===== src/lmfb_pkg.sv =====
// Shared types, constants and helpers for the LED matrix frame buffer.
// No dependencies.
`default_nettype none

package lmfb_pkg;

    localparam int ROWS_DEF    = 8;
    localparam int MODULES_DEF = 4;
    localparam int COLS        = 32;
    localparam int CMD_W       = 3;
    localparam int ROW_W       = 3;
    localparam int COL_W       = 5;
    localparam int SHIFT_W     = 7;
    localparam int WORD_W      = 16;
    localparam int BRIGHT_W    = 4;

    localparam logic [BRIGHT_W-1:0] BRIGHT_RESET = 4'hF;

    // Driver control words
    localparam logic [WORD_W-1:0] WORD_SHUTDOWN    = 16'h0C00;
    localparam logic [WORD_W-1:0] WORD_WAKE        = 16'h0C01;
    localparam logic [WORD_W-1:0] WORD_DECODE_OFF  = 16'h0900;
    localparam logic [WORD_W-1:0] WORD_SCAN_ALL    = 16'h0B07;
    localparam logic [WORD_W-1:0] WORD_BRIGHT_BASE = 16'h0A00;

    typedef enum logic [CMD_W-1:0] {
        CMD_WRITE   = 3'd0,
        CMD_READ    = 3'd1,
        CMD_SCROLL  = 3'd2,
        CMD_SETBIT  = 3'd3,
        CMD_CLEAR   = 3'd4,
        CMD_REFRESH = 3'd5,
        CMD_INIT    = 3'd6,
        CMD_NONE    = 3'd7
    } t_cmd;

    // Word sequencer states
    typedef enum logic [2:0] {
        SEQ_IDLE,
        SEQ_SHUT,
        SEQ_DECODE,
        SEQ_SCAN,
        SEQ_BRIGHT,
        SEQ_ROWS,
        SEQ_WAKE
    } t_seq;

    // Classified request as queued between front and back
    typedef struct packed {
        t_cmd              op;
        logic [ROW_W-1:0]  row;
        logic              row_ok;
        logic [COL_W-1:0]  col;
        logic              bit_value;
        logic              sh_neg;
        logic              sh_clr;
        logic [COL_W-1:0]  sh_amt;
        logic [COLS-1:0]   row_data;
    } t_req;

    // One result item
    typedef struct packed {
        logic [WORD_W-1:0] spi_word;
        logic              is_spi_word;
        logic [COLS-1:0]   read_data;
        logic              error;
        logic              last;
    } t_res;

    function automatic logic [7:0] rev8(input logic [7:0] b);
        logic [7:0] r;
        for (int i = 0; i < 8; i++) begin
            r[i] = b[7-i];
        end
        return r;
    endfunction

endpackage

`default_nettype wire


===== src/lmfb_fifo.sv =====
// Two-entry queue used between front and back and on the result side.
// No package dependency.
`default_nettype none

module lmfb_fifo #(
    parameter int WIDTH = 8
) (
    input  wire logic             i_clk,
    input  wire logic             i_rst_n,
    input  wire logic             i_push,
    input  wire logic [WIDTH-1:0] i_wdata,
    input  wire logic             i_pop,
    output logic      [WIDTH-1:0] o_rdata,
    output logic                  o_full,
    output logic                  o_empty
);

    logic [WIDTH-1:0] r_mem [2];
    logic             r_wr_ptr;
    logic             r_rd_ptr;
    logic [1:0]       r_cnt;
    logic             do_push;
    logic             do_pop;

    assign o_full  = r_cnt == 2'd2;
    assign o_empty = r_cnt == 2'd0;
    assign do_push = i_push && !o_full;
    assign do_pop  = i_pop && !o_empty;
    assign o_rdata = r_mem[r_rd_ptr];

    // pointers and fill count
    always_ff @(posedge i_clk) begin
        if (!i_rst_n) begin
            r_wr_ptr <= 1'b0;
            r_rd_ptr <= 1'b0;
            r_cnt    <= 2'd0;
        end else begin
            if (do_push) r_wr_ptr <= !r_wr_ptr;
            if (do_pop)  r_rd_ptr <= !r_rd_ptr;
            unique case ({do_push, do_pop})
                2'b10:   r_cnt <= r_cnt + 2'd1;
                2'b01:   r_cnt <= r_cnt - 2'd1;
                default: r_cnt <= r_cnt;
            endcase
        end
    end

    // storage
    always_ff @(posedge i_clk) begin
        if (do_push) r_mem[r_wr_ptr] <= i_wdata;
    end

endmodule

`default_nettype wire


===== src/lmfb_front.sv =====
// Front end: accepts requests, classifies them and queues them for the back end.
// Depends on lmfb_pkg and lmfb_fifo.
`default_nettype none

module lmfb_front #(
    parameter int ROWS = lmfb_pkg::ROWS_DEF
) (
    input  wire logic                               i_clk,
    input  wire logic                               i_rst_n,
    input  wire logic                               i_push,
    input  wire logic        [lmfb_pkg::CMD_W-1:0]   i_cmd,
    input  wire logic        [lmfb_pkg::ROW_W-1:0]   i_row,
    input  wire logic        [lmfb_pkg::COL_W-1:0]   i_col,
    input  wire logic                               i_bit_value,
    input  wire logic signed [lmfb_pkg::SHIFT_W-1:0] i_shift_amount,
    input  wire logic        [lmfb_pkg::COLS-1:0]    i_row_data,
    output logic                                    o_full,
    input  wire logic                               i_req_pop,
    output lmfb_pkg::t_req                          o_req,
    output logic                                    o_req_valid
);

    lmfb_pkg::t_req                   req;
    logic [lmfb_pkg::SHIFT_W-1:0]     s_raw;
    logic [lmfb_pkg::SHIFT_W-1:0]     s_mag;
    logic                             q_empty;

    // classify: row range and scroll direction and magnitude
    always_comb begin
        s_raw         = $unsigned(i_shift_amount);
        s_mag         = s_raw[lmfb_pkg::SHIFT_W-1] ? (lmfb_pkg::SHIFT_W'(0) - s_raw) : s_raw;
        req.op        = lmfb_pkg::t_cmd'(i_cmd);
        req.row       = i_row;
        req.row_ok    = {1'b0, i_row} < (lmfb_pkg::ROW_W+1)'(ROWS);
        req.col       = i_col;
        req.bit_value = i_bit_value;
        req.sh_neg    = s_raw[lmfb_pkg::SHIFT_W-1];
        req.sh_clr    = s_mag[lmfb_pkg::SHIFT_W-1] | s_mag[lmfb_pkg::SHIFT_W-2];
        req.sh_amt    = s_mag[lmfb_pkg::COL_W-1:0];
        req.row_data  = i_row_data;
    end

    lmfb_fifo #(
        .WIDTH ($bits(lmfb_pkg::t_req))
    ) u_req_q (
        .i_clk   (i_clk),
        .i_rst_n (i_rst_n),
        .i_push  (i_push),
        .i_wdata (req),
        .i_pop   (i_req_pop),
        .o_rdata (o_req),
        .o_full  (o_full),
        .o_empty (q_empty)
    );

    assign o_req_valid = !q_empty;

endmodule

`default_nettype wire


===== src/lmfb_back.sv =====
// Back end: frame buffer, buffer command execution and driver word sequencer.
// Depends on lmfb_pkg and lmfb_fifo; feeds the result queue.
`default_nettype none

module lmfb_back #(
    parameter int ROWS    = lmfb_pkg::ROWS_DEF,
    parameter int MODULES = lmfb_pkg::MODULES_DEF
) (
    input  wire logic                            i_clk,
    input  wire logic                            i_rst_n,
    input  wire logic                            i_cfg_wr_en,
    input  wire logic [lmfb_pkg::BRIGHT_W-1:0]   i_cfg_wr_data,
    input  wire lmfb_pkg::t_req                  i_req,
    input  wire logic                            i_req_valid,
    output logic                                 o_req_pop,
    input  wire logic                            i_res_pop,
    output lmfb_pkg::t_res                       o_res,
    output logic                                 o_res_empty
);

    localparam int ROW_CW = (ROWS > 1) ? $clog2(ROWS) : 1;
    localparam int MOD_CW = (MODULES > 1) ? $clog2(MODULES) : 1;

    logic [lmfb_pkg::COLS-1:0]     r_frame [ROWS];
    logic [lmfb_pkg::BRIGHT_W-1:0] r_brightness;
    lmfb_pkg::t_seq                r_state;
    lmfb_pkg::t_seq                n_state;
    logic [ROW_CW-1:0]             r_row_cnt;
    logic [MOD_CW-1:0]             r_mod_cnt;
    logic                          r_is_init;

    logic                          out_full;
    logic                          out_room;
    logic                          out_push;
    lmfb_pkg::t_res                out_res;
    logic                          mod_last;
    logic                          row_last;
    logic                          exec;
    logic                          clr_all;
    logic [ROW_CW-1:0]             rd_idx;
    logic [lmfb_pkg::COLS-1:0]     rd_row;
    logic [2*lmfb_pkg::COLS-1:0]   rd_ext;
    logic [5:0]                    byte_sel;
    logic [7:0]                    mod_byte;
    logic [7:0]                    row_addr;
    logic [lmfb_pkg::WORD_W-1:0]   row_word;

    assign out_room = !out_full;
    assign mod_last = r_mod_cnt == MOD_CW'(MODULES - 1);
    assign row_last = r_row_cnt == ROW_CW'(ROWS - 1);

    // single read port: sequencer row during a refresh, else the request row
    assign rd_idx   = (r_state == lmfb_pkg::SEQ_ROWS) ? r_row_cnt : i_req.row[ROW_CW-1:0];
    assign rd_row   = r_frame[rd_idx];
    assign rd_ext   = {{lmfb_pkg::COLS{1'b0}}, rd_row};
    assign byte_sel = 6'({r_mod_cnt, 3'b000});
    assign mod_byte = rd_ext[byte_sel +: 8];
    assign row_addr = 8'(ROWS) - 8'(r_row_cnt);
    assign row_word = {row_addr, lmfb_pkg::rev8(mod_byte)};

    // brightness register
    always_ff @(posedge i_clk) begin
        if (!i_rst_n) begin
            r_brightness <= lmfb_pkg::BRIGHT_RESET;
        end else if (i_cfg_wr_en) begin
            r_brightness <= i_cfg_wr_data;
        end
    end

    // sequencer next state
    always_comb begin
        n_state = r_state;
        unique case (r_state)
            lmfb_pkg::SEQ_IDLE: begin
                if (i_req_valid && out_room) begin
                    if (i_req.op == lmfb_pkg::CMD_REFRESH)   n_state = lmfb_pkg::SEQ_ROWS;
                    else if (i_req.op == lmfb_pkg::CMD_INIT) n_state = lmfb_pkg::SEQ_SHUT;
                end
            end
            lmfb_pkg::SEQ_SHUT: begin
                if (out_room && mod_last) n_state = lmfb_pkg::SEQ_DECODE;
            end
            lmfb_pkg::SEQ_DECODE: begin
                if (out_room && mod_last) n_state = lmfb_pkg::SEQ_SCAN;
            end
            lmfb_pkg::SEQ_SCAN: begin
                if (out_room && mod_last) n_state = lmfb_pkg::SEQ_BRIGHT;
            end
            lmfb_pkg::SEQ_BRIGHT: begin
                if (out_room && mod_last) n_state = lmfb_pkg::SEQ_ROWS;
            end
            lmfb_pkg::SEQ_ROWS: begin
                if (out_room && mod_last && row_last) begin
                    n_state = r_is_init ? lmfb_pkg::SEQ_WAKE : lmfb_pkg::SEQ_IDLE;
                end
            end
            lmfb_pkg::SEQ_WAKE: begin
                if (out_room && mod_last) n_state = lmfb_pkg::SEQ_IDLE;
            end
            default: n_state = lmfb_pkg::SEQ_IDLE;
        endcase
    end

    // sequencer outputs: request pop, result push, buffer actions
    always_comb begin
        o_req_pop           = 1'b0;
        out_push            = 1'b0;
        exec                = 1'b0;
        clr_all             = 1'b0;
        out_res.spi_word    = '0;
        out_res.is_spi_word = 1'b0;
        out_res.read_data   = '0;
        out_res.error       = 1'b0;
        out_res.last        = 1'b0;
        unique case (r_state)
            lmfb_pkg::SEQ_IDLE: begin
                if (i_req_valid && out_room) begin
                    o_req_pop = 1'b1;
                    if (i_req.op != lmfb_pkg::CMD_REFRESH && i_req.op != lmfb_pkg::CMD_INIT) begin
                        out_push     = 1'b1;
                        exec         = 1'b1;
                        out_res.last = 1'b1;
                        clr_all      = (i_req.op == lmfb_pkg::CMD_CLEAR) ||
                                       (i_req.op == lmfb_pkg::CMD_SCROLL && i_req.sh_clr);
                        if (i_req.op == lmfb_pkg::CMD_READ && i_req.row_ok) begin
                            out_res.read_data = rd_row;
                        end
                        out_res.error = !i_req.row_ok && (i_req.op == lmfb_pkg::CMD_WRITE ||
                                        i_req.op == lmfb_pkg::CMD_READ ||
                                        i_req.op == lmfb_pkg::CMD_SETBIT);
                    end
                end
            end
            lmfb_pkg::SEQ_SHUT: begin
                out_push            = out_room;
                out_res.is_spi_word = 1'b1;
                out_res.spi_word    = lmfb_pkg::WORD_SHUTDOWN;
                // buffer clears once the shutdown words are out
                clr_all             = out_room && mod_last;
            end
            lmfb_pkg::SEQ_DECODE: begin
                out_push            = out_room;
                out_res.is_spi_word = 1'b1;
                out_res.spi_word    = lmfb_pkg::WORD_DECODE_OFF;
            end
            lmfb_pkg::SEQ_SCAN: begin
                out_push            = out_room;
                out_res.is_spi_word = 1'b1;
                out_res.spi_word    = lmfb_pkg::WORD_SCAN_ALL;
            end
            lmfb_pkg::SEQ_BRIGHT: begin
                out_push            = out_room;
                out_res.is_spi_word = 1'b1;
                out_res.spi_word    = lmfb_pkg::WORD_BRIGHT_BASE |
                                      lmfb_pkg::WORD_W'(r_brightness);
            end
            lmfb_pkg::SEQ_ROWS: begin
                out_push            = out_room;
                out_res.is_spi_word = 1'b1;
                out_res.spi_word    = row_word;
                out_res.last        = !r_is_init && mod_last && row_last;
            end
            lmfb_pkg::SEQ_WAKE: begin
                out_push            = out_room;
                out_res.is_spi_word = 1'b1;
                out_res.spi_word    = lmfb_pkg::WORD_WAKE;
                out_res.last        = mod_last;
            end
            default: begin
                out_push = 1'b0;
            end
        endcase
    end

    // state and word counters
    always_ff @(posedge i_clk) begin
        if (!i_rst_n) begin
            r_state   <= lmfb_pkg::SEQ_IDLE;
            r_row_cnt <= '0;
            r_mod_cnt <= '0;
            r_is_init <= 1'b0;
        end else begin
            r_state <= n_state;
            if (r_state == lmfb_pkg::SEQ_IDLE) begin
                r_row_cnt <= '0;
                r_mod_cnt <= '0;
                r_is_init <= i_req.op == lmfb_pkg::CMD_INIT;
            end else if (out_room) begin
                r_mod_cnt <= mod_last ? '0 : r_mod_cnt + 1'b1;
                if (r_state == lmfb_pkg::SEQ_ROWS && mod_last) begin
                    r_row_cnt <= row_last ? '0 : r_row_cnt + 1'b1;
                end
            end
        end
    end

    // frame buffer update
    always_ff @(posedge i_clk) begin
        if (!i_rst_n || clr_all) begin
            for (int r = 0; r < ROWS; r++) begin
                r_frame[r] <= '0;
            end
        end else if (exec) begin
            unique case (i_req.op)
                lmfb_pkg::CMD_WRITE: begin
                    if (i_req.row_ok) r_frame[i_req.row[ROW_CW-1:0]] <= i_req.row_data;
                end
                lmfb_pkg::CMD_SETBIT: begin
                    if (i_req.row_ok) begin
                        r_frame[i_req.row[ROW_CW-1:0]][i_req.col] <= i_req.bit_value;
                    end
                end
                lmfb_pkg::CMD_SCROLL: begin
                    for (int r = 0; r < ROWS; r++) begin
                        r_frame[r] <= i_req.sh_neg ? (r_frame[r] >> i_req.sh_amt)
                                                   : (r_frame[r] << i_req.sh_amt);
                    end
                end
                default: begin
                    r_frame[0] <= r_frame[0];
                end
            endcase
        end
    end

    lmfb_fifo #(
        .WIDTH ($bits(lmfb_pkg::t_res))
    ) u_res_q (
        .i_clk   (i_clk),
        .i_rst_n (i_rst_n),
        .i_push  (out_push),
        .i_wdata (out_res),
        .i_pop   (i_res_pop),
        .o_rdata (o_res),
        .o_full  (out_full),
        .o_empty (o_res_empty)
    );

endmodule

`default_nettype wire


===== src/led_matrix_frame_buffer_refresh.sv =====
// Frame buffer and word sequencer for a chain of cascaded 8x8 LED driver chips.
// Throughput: buffer commands 1 per cycle while the result queue has room; a refresh
// holds the back end while it sends the row words, an init while it sends the
// shutdown, decode, scan, brightness, row and wake words, one word per cycle as
// pops allow. Synchronous active-low reset clears the buffer and queues and sets
// brightness to 15; no clearing pass.
`default_nettype none

module led_matrix_frame_buffer_refresh #(
    parameter int ROWS    = lmfb_pkg::ROWS_DEF,
    parameter int MODULES = lmfb_pkg::MODULES_DEF
) (
    input  wire logic                               i_clk,
    input  wire logic                               i_rst_n,
    // configuration
    input  wire logic                               i_cfg_wr_en,
    input  wire logic        [lmfb_pkg::BRIGHT_W-1:0] i_cfg_wr_data,
    // request side
    input  wire logic                               push,
    output logic                                    full,
    input  wire logic        [lmfb_pkg::CMD_W-1:0]   i_cmd,
    input  wire logic        [lmfb_pkg::ROW_W-1:0]   i_row,
    input  wire logic        [lmfb_pkg::COL_W-1:0]   i_col,
    input  wire logic                               i_bit_value,
    input  wire logic signed [lmfb_pkg::SHIFT_W-1:0] i_shift_amount,
    input  wire logic        [lmfb_pkg::COLS-1:0]    i_row_data,
    // result side
    output logic                                    empty,
    input  wire logic                               pop,
    output logic             [lmfb_pkg::WORD_W-1:0]  o_spi_word,
    output logic                                    o_is_spi_word,
    output logic             [lmfb_pkg::COLS-1:0]    o_read_data,
    output logic                                    o_error,
    output logic                                    o_last
);

    lmfb_pkg::t_req req;
    logic           req_valid;
    logic           req_pop;
    lmfb_pkg::t_res res;

    lmfb_front #(
        .ROWS (ROWS)
    ) u_front (
        .i_clk          (i_clk),
        .i_rst_n        (i_rst_n),
        .i_push         (push),
        .i_cmd          (i_cmd),
        .i_row          (i_row),
        .i_col          (i_col),
        .i_bit_value    (i_bit_value),
        .i_shift_amount (i_shift_amount),
        .i_row_data     (i_row_data),
        .o_full         (full),
        .i_req_pop      (req_pop),
        .o_req          (req),
        .o_req_valid    (req_valid)
    );

    lmfb_back #(
        .ROWS    (ROWS),
        .MODULES (MODULES)
    ) u_back (
        .i_clk         (i_clk),
        .i_rst_n       (i_rst_n),
        .i_cfg_wr_en   (i_cfg_wr_en),
        .i_cfg_wr_data (i_cfg_wr_data),
        .i_req         (req),
        .i_req_valid   (req_valid),
        .o_req_pop     (req_pop),
        .i_res_pop     (pop),
        .o_res         (res),
        .o_res_empty   (empty)
    );

    // result fields
    assign o_spi_word    = res.spi_word;
    assign o_is_spi_word = res.is_spi_word;
    assign o_read_data   = res.read_data;
    assign o_error       = res.error;
    assign o_last        = res.last;

endmodule

`default_nettype wire


===== config.mk =====
export PLATFORM = sky130hd
export DESIGN_NAME = led_matrix_frame_buffer_refresh
export DESIGN_NICKNAME = d
export VERILOG_FILES = /design/src/lmfb_pkg.sv /design/src/lmfb_fifo.sv /design/src/lmfb_front.sv /design/src/lmfb_back.sv /design/src/led_matrix_frame_buffer_refresh.sv
export SDC_FILE = /design/constraint.sdc
export NUM_CORES = 2
export LEC_CHECK = 0
export BUFFER_PORTS_ARGS = -buffer_cell sky130_fd_sc_hd__buf_2
export CORE_MARGIN = 5
export CORE_UTILIZATION = 30
export DETAILED_ROUTE_END_ITERATION = 10
export MAX_ROUTING_LAYER = met4
export PLACE_DENSITY_LB_ADDON = 0.25
export SETUP_SLACK_MARGIN = 0.15
export SLEW_MARGIN = 40
export SYNTH_ARGS = -nofsm -noshare
export SYNTH_HDL_FRONTEND = slang
export SYNTH_SLANG_ARGS = --single-unit

===== constraint.sdc =====
create_clock -name i_clk -period 8.1 [get_ports i_clk]
set_input_delay 0 -clock i_clk [delete_from_list [all_inputs] [get_ports i_clk]]
set_output_delay 0 -clock i_clk [all_outputs]
set_load 0.03 [all_outputs]

* Word level (Yosys, flattened, before mapping)
Memories as Yosys holds them, arrays and structs flattened. A register that Yosys moved wholly into a read port is not among the register bits.
Cells that the tools add are included.
** Cells by class
- Add/subtract/negate cells :: 8
- $mul :: 0
- Div/mod/pow operators :: 0
- Magnitude comparators :: 2
- Eq/ne operators :: 30
- Shift-type cells :: 17
- Muxes and demuxes :: 113
- Bitwise gates (word level) :: 44
- Reduce and logical (&&, ||, !) cells :: 42
** Operator list (count)
- 32-bit two-way mux :: 21
- 32-bit by 5-bit << shifter with 32-bit output :: 8
- 32-bit by 5-bit right shift with 32-bit output :: 8
- 17-bit one-hot mux with 6 select lines :: 1
- 34-bit two-way mux :: 2
- 1-bit two-way mux :: 66
- 64-bit by 6-bit variable part select with 8-bit output :: 1
- 1-bit bitwise OR :: 42
- 3-bit two-way mux :: 13
- 33-bit two-way mux :: 1
- 32-bit OR reduction :: 1
- 3-bit equality test (second input constant) :: 7
- 3-bit one-hot mux with 7 select lines :: 1
- 1-bit logical AND :: 14
- 3-bit by 2-bit equality test with 1-bit output (second input constant) :: 4
- 2-bit by 1-bit != test with 1-bit output (second input constant) :: 6
- 2-bit equality test (second input constant) :: 5
- 1-bit logical NOT :: 10
- 2-bit one-hot mux with 2 select lines :: 2
- 8-bit AND reduction :: 1
- 7-bit two-way mux :: 1
- 1-bit by 7-bit subtractor with 7-bit output (first input constant) :: 1
- 2-bit by 1-bit adder with 2-bit output (second input constant) :: 3
- 3-bit by 1-bit equality test with 1-bit output (second input constant) :: 2
- 24 further kinds :: 35
** Word-level totals
- Flip-flop bits (word level) :: 21
- Bits in latches :: 0
- RAM bits :: 460
- Memory bits (read-only) :: 0
- Input bits :: 60
- Word-level logic and storage cells :: 270
- Memories kept :: 3
** Memory list
- u_back.r_frame :: depth 8, width 32, rd ports 9, clocked after memory_dff 0, write ports 8, RTL line lmfb_back.sv:24 : logic [lmfb_pkg::COLS-1:0] r_frame [ROWS];
- u_back.u_res_q.r_mem :: depth 2, width 51, rd ports 1, clocked after memory_dff 1, write ports 1, RTL line lmfb_fifo.sv:18 : logic [WIDTH-1:0] r_mem [2];
- u_front.u_req_q.r_mem :: depth 2, width 51, rd ports 1, clocked after memory_dff 1, write ports 1, RTL line lmfb_fifo.sv:18

* Logic depth before layout (Yosys ltp)
- Depth after elaboration :: 12
- Mapped depth :: 14
- Mapped depth without buffers :: 9

* Modules after synthesis
Synthesis repeated with hierarchy kept, for this count alone.
** Unflattened totals
- Cells, all modules :: 5223
- Area total of the unflattened synthesis :: 50186.9 um2
** Modules (own cells, without submodules)
- lmfb_back :: times used 1, cells each 4830, area an instance 42186.7 um2, sequential area each 7947.6 um2
- lmfb_fifo (u_front.u_req_q) :: times used 1, cells each 188, area an instance 3973.8 um2, sequential area each 3223.1 um2
- lmfb_fifo (u_back.u_res_q) :: times used 1, cells each 185, area an instance 3902.5 um2, sequential area each 3163.0 um2
- lmfb_front :: times used 1, cells each 20, area an instance 123.9 um2, sequential area each 0.0 um2

* Worst setup path before layout
Ideal clock, no wire load.
- Path type :: register -> register
- From :: reg with a tool-made name
- To :: mem u_back.u_res_q.r_mem[0][0] in the netlist's numbering (enable)
- Arrival :: 3428 ps
- Required time :: 7649 ps
- Path slack :: 4221 ps
- Stages on the path, launching flop included :: 9
- Buffers on the path :: 2
- Path through :: dfxtp_1 buf_6 buf_6 mux2i_1 xnor2_1 nor2_1 nor2_1 o21ai_0 nor2_1
** RTL lines (RTL line)
- end: declaration :: lmfb_fifo.sv:18

==> impl_metrics.csv <==
group,metric,value,unit
status,outcome,"complete, no violations",
timing,worst_pin_slew,1.02,ns
floorplan,fp-row-count,150,
pwr,clkPwrFrac,0.144,
worst_setup_path,slowest_delay,0.67,ns
grt,grtUsageTotal,0.366,
timing,fmax,206,MHz
timing,hold_viol,0,
grt,use_met2,0.471,
synth,synthFlopType,"edfxtp_1",
synth,synth_seq_cells,473,
pwr,ir_drop,0.219,mV
pwr,p_sw,12.6,mW
floorplan,die_x,421,um
route,wl,334000,um
hold_path,min_path_cells,2,
worst_setup_path,critPathCaptureType,"flop",
worst_setup_path,path_common_cell,"buf_4",
cts,clk_pin_slew_worst_paths,0.06,ns
timing,finalCriticalPeriod,4.86,ns
synth,yosys_warnings,0,
synth,synth.most_common_cell,"mux2i_1",
floorplan,die_area,177000,um2
floorplan,initial_core_util,0.303,
timing,setup_viol,0,
worst_setup_path,worstPathArrival,5.41,ns
hold_path,hold_end,"u_front.u_req_q.r_mem[1][15]$_DFFE_PP_",
layout,nets,5603,
synth,synth_area_leaders,"edfxtp_1 27%, mux2i_1 25%, o21ai_0 5.2%",
worst_setup_path,required,8.65,ns
grt,grt-busiest-layer,"met2",
cts,cts.sinks,473,
grt,grt_start_max_net_pins,137,
synth,syn_inst,5647,
cts,cts_tree,"yes",
place,port_buffers,107,
cts,cts_inserted_buffers,66,
hold_path,hp-class,"primary input to flop",
worst_setup_path,critPathLaunchType,"flop",
synth,mappedNetlistArea,50700,um2
grt,gr-usage-met1,0.448,
layout,drive_above_1_share,0.149,
job,drv_cap,0,
pwr,total_power,22.3,mW
timing,relSlewSlack,0.315,
synth,synth_common_cells,"1,254 x mux2i_1, 547 x nand2_1, 529 x o21ai_0",
grt,grt_use_met3,0.162,
layout,fillers,17200,
timing,rsz0062_at_grt,"false",
synth,async_flop_share,0,
synth,avgSynthCellArea,8.98,um2
cts,worstSkewPairLatency,0.73,ns
synth,synth_edf_count,450,
worst_setup_path,timing.rr.start,"u_back.r_state[2]$_SDFFE_PN0P_",
worst_setup_path,path_cells,"nor3_2 -> nand3_1 -> inv_1 -> and3_1 -> and3_2 -> buf_4 -> nand2_2 -> buf_4 -> nor2_1 -> a221o_1",
synth,synth_top_area_cell,"edfxtp_1",
timing,finClkSkew,0.0441,ns
place,routabilityCongestion,1.05,
pwr,pwr-share-comb,0.637,
floorplan,io_pins,113,
layout,area_growth,12.1,%
synth,synth_top_area_share,0.267,
worst_setup_path,cp_top_family,"simple AND/OR/NAND/NOR gates",
pwr,p_per_area,392,nW/um2
floorplan,dieHeight,421,um
place,hpwl,229000,um
worst_setup_path,crit_slowest_cell,"nor2_1",
route,first_pass_iters,9,
grt,gr-total-overflow,0,
grt,grt_pass1_wl,445000,um
worst_setup_path,r2r_slack,3.24,ns
cts,post-cts-setup-buffers,0,
hold_path,min-delay-start,"i_row_data[15]",
synth,yosysUniqueCellTypes,99,
worst_setup_path,r2r_cells,10,
worst_setup_path,worstReg2RegEnd,"u_back.r_frame[5][31]$_DFFE_PP_",
pwr,internal-power,9.70,mW
route,dr_total_vias,56100,
timing,maxSlewViolCount,0,
timing,fin_crit_sh,0.600,
route,post-route-drc-count,0,
worst_setup_path,cp_max_fo,22,
cts,clk_path_buf_depth,3,
cts,clock-root-buffer,"clkbuf_16",
synth,yosysSeqAreaShare,0.276,
route,drt_first_iter_violations,10700,
grt,grt_antenna_before_repair,42,
timing,setup_tns,0,ns
worst_setup_path,path_class,"flop to flop",
grt,grt_pass1_vias,50700,
route,wl_per_cell,42.4,um
pwr,switching_share,0.565,
floorplan,core_area,168000,um2
route,post_drt_via_cell_ratio,7.12,
pwr,leakagePower,21.3,nW
cts,htreeDepth,3,
pwr,seqPwrFrac,0.218,
worst_setup_path,worst-path-buf-inv,3,
route,ant_nets,0,
## metrics by stage
step                setup WS [ns]  area, um2   util  cells  hold slack [ns]
finish                       3.24      56800  0.339   7882           0.0272
global route                 3.12      56800  0.339   7855           0.0401
CTS                          3.12      56500  0.337   7790         0.000400
detailed placement           3.14      53600  0.320   7601            0.192
global placement             3.21      53100  0.317   7585            0.189
floorplan                    4.22      50700      -   5651           0.0989
## layer usage
metal  vias up  wire (um)
met3      1442      51600
met2      5358     126000
met1     27600     125000
met5         -          0
met4         0      31700
li1      21700          -
## sequential cells by signal (all words and copies together) (netlist names), named ones only
signal                    count
u_front.u_req_q.r_mem       102
u_back.r_mod_cnt              2
u_back.r_row_cnt              3
u_back.u_res_q.r_wr_ptr       1
u_back.r_is_init              1
u_back.u_res_q.r_rd_ptr       1
u_back.r_frame              256
u_back.r_state                3
u_back.u_res_q.r_mem         92
u_front.u_req_q.r_rd_ptr      1
u_back.u_res_q.r_cnt          2
u_front.u_req_q.r_wr_ptr      1
u_front.u_req_q.r_cnt         2
u_back.r_brightness           4
## cell families after synthesis
kind of cell / Yosys count / synth area share
DFF: 473 / 0.276
and+or+nand+nor: 1445 / 0.122
xor gates and xnor gates: 11 / 0.00190
AOI/OAI and AO/OA: 1599 / 0.205
other: 1 / 0.0000740
muxes: 1521 / 0.331
adders and majority gates: 7 / 0.00173
buffers and inverters: 590 / 0.0630
## cell usage in the layout (no fill, tap or decap), types with 54 or more instances in the layout
cell / count
o21ai_0: 524
edfxtp_1: 450
nand3_1: 116
buf_2: 107
o22ai_1: 123
buf_4: 175
clkbuf_16: 66
mux4_2: 101
dlygate4sd3_1: 70
a21oi_1: 222
o211ai_1: 83
nand2_1: 528
diode_2: 91
o221ai_1: 99
mux2_2: 151
mux2i_1: 1241
nor3_1: 79
a211oi_1: 61
nor2_1: 491
a22oi_1: 54
## cell type report
| type | count | area (um2) | area share |
|---|---|---|---|
| diodes | 91 | 228 | 0.00401 |
| clock inverters | 43 | 564 | 0.00993 |
| inverters | 16 | 60.1 | 0.00106 |
| well taps | 2204 | 2760 | 0.0485 |
| clock buffers | 76 | 1690 | 0.0297 |
| multi-input cells | 4588 | 34200 | 0.603 |
| repair buffers | 391 | 3300 | 0.0581 |
| flip-flops and latches | 473 | 14000 | 0.246 |
## worst max-delay path by stage
stage / from / endpoint / slack, ns / cells past startpoint
final: u_back.r_state[2]$_SDFFE_PN0P_ / u_back.r_frame[5][31]$_DFFE_PP_ / 3.24 / 10
after global routing: flop / u_back.r_frame[4][28]$_DFFE_PP_ / 3.12 / 9
after CTS: flop / u_back.r_frame[4][28]$_DFFE_PP_ / 3.12 / 9
after detailed placement: flop / u_back.r_frame[4][28]$_DFFE_PP_ / 3.14 / 9
after global placement: flop / u_back.r_frame[4][28]$_DFFE_PP_ / 3.21 / 9
after floorplan: flop / u_back.u_res_q.r_mem[0][0]$_DFFE_PP_ / 4.22 / 8
## timing repair
action / 4_1_cts / 5_1_grt
hold buffers: 70 / 0
resized for setup: 0 / 0
hold endpoints to repair: 126 / 0
## power groups by stage
| stage | Clock (mW) | Combinational (mW) | Sequential [mW] |
|---|---|---|---|
| 6_report | 3.22 | 14.2 | 4.87 |
| 3_5_place_dp | 0 | 13.3 | 4.74 |
| 2_1_floorplan | 0 | 8.75 | 3.92 |
| 4_1_cts | 3.24 | 13.4 | 4.70 |
| 3_3_place_gp | 0 | 13.3 | 4.75 |
| 5_1_grt | 3.32 | 14.3 | 4.78 |
(Power assumes the default switching activity.)
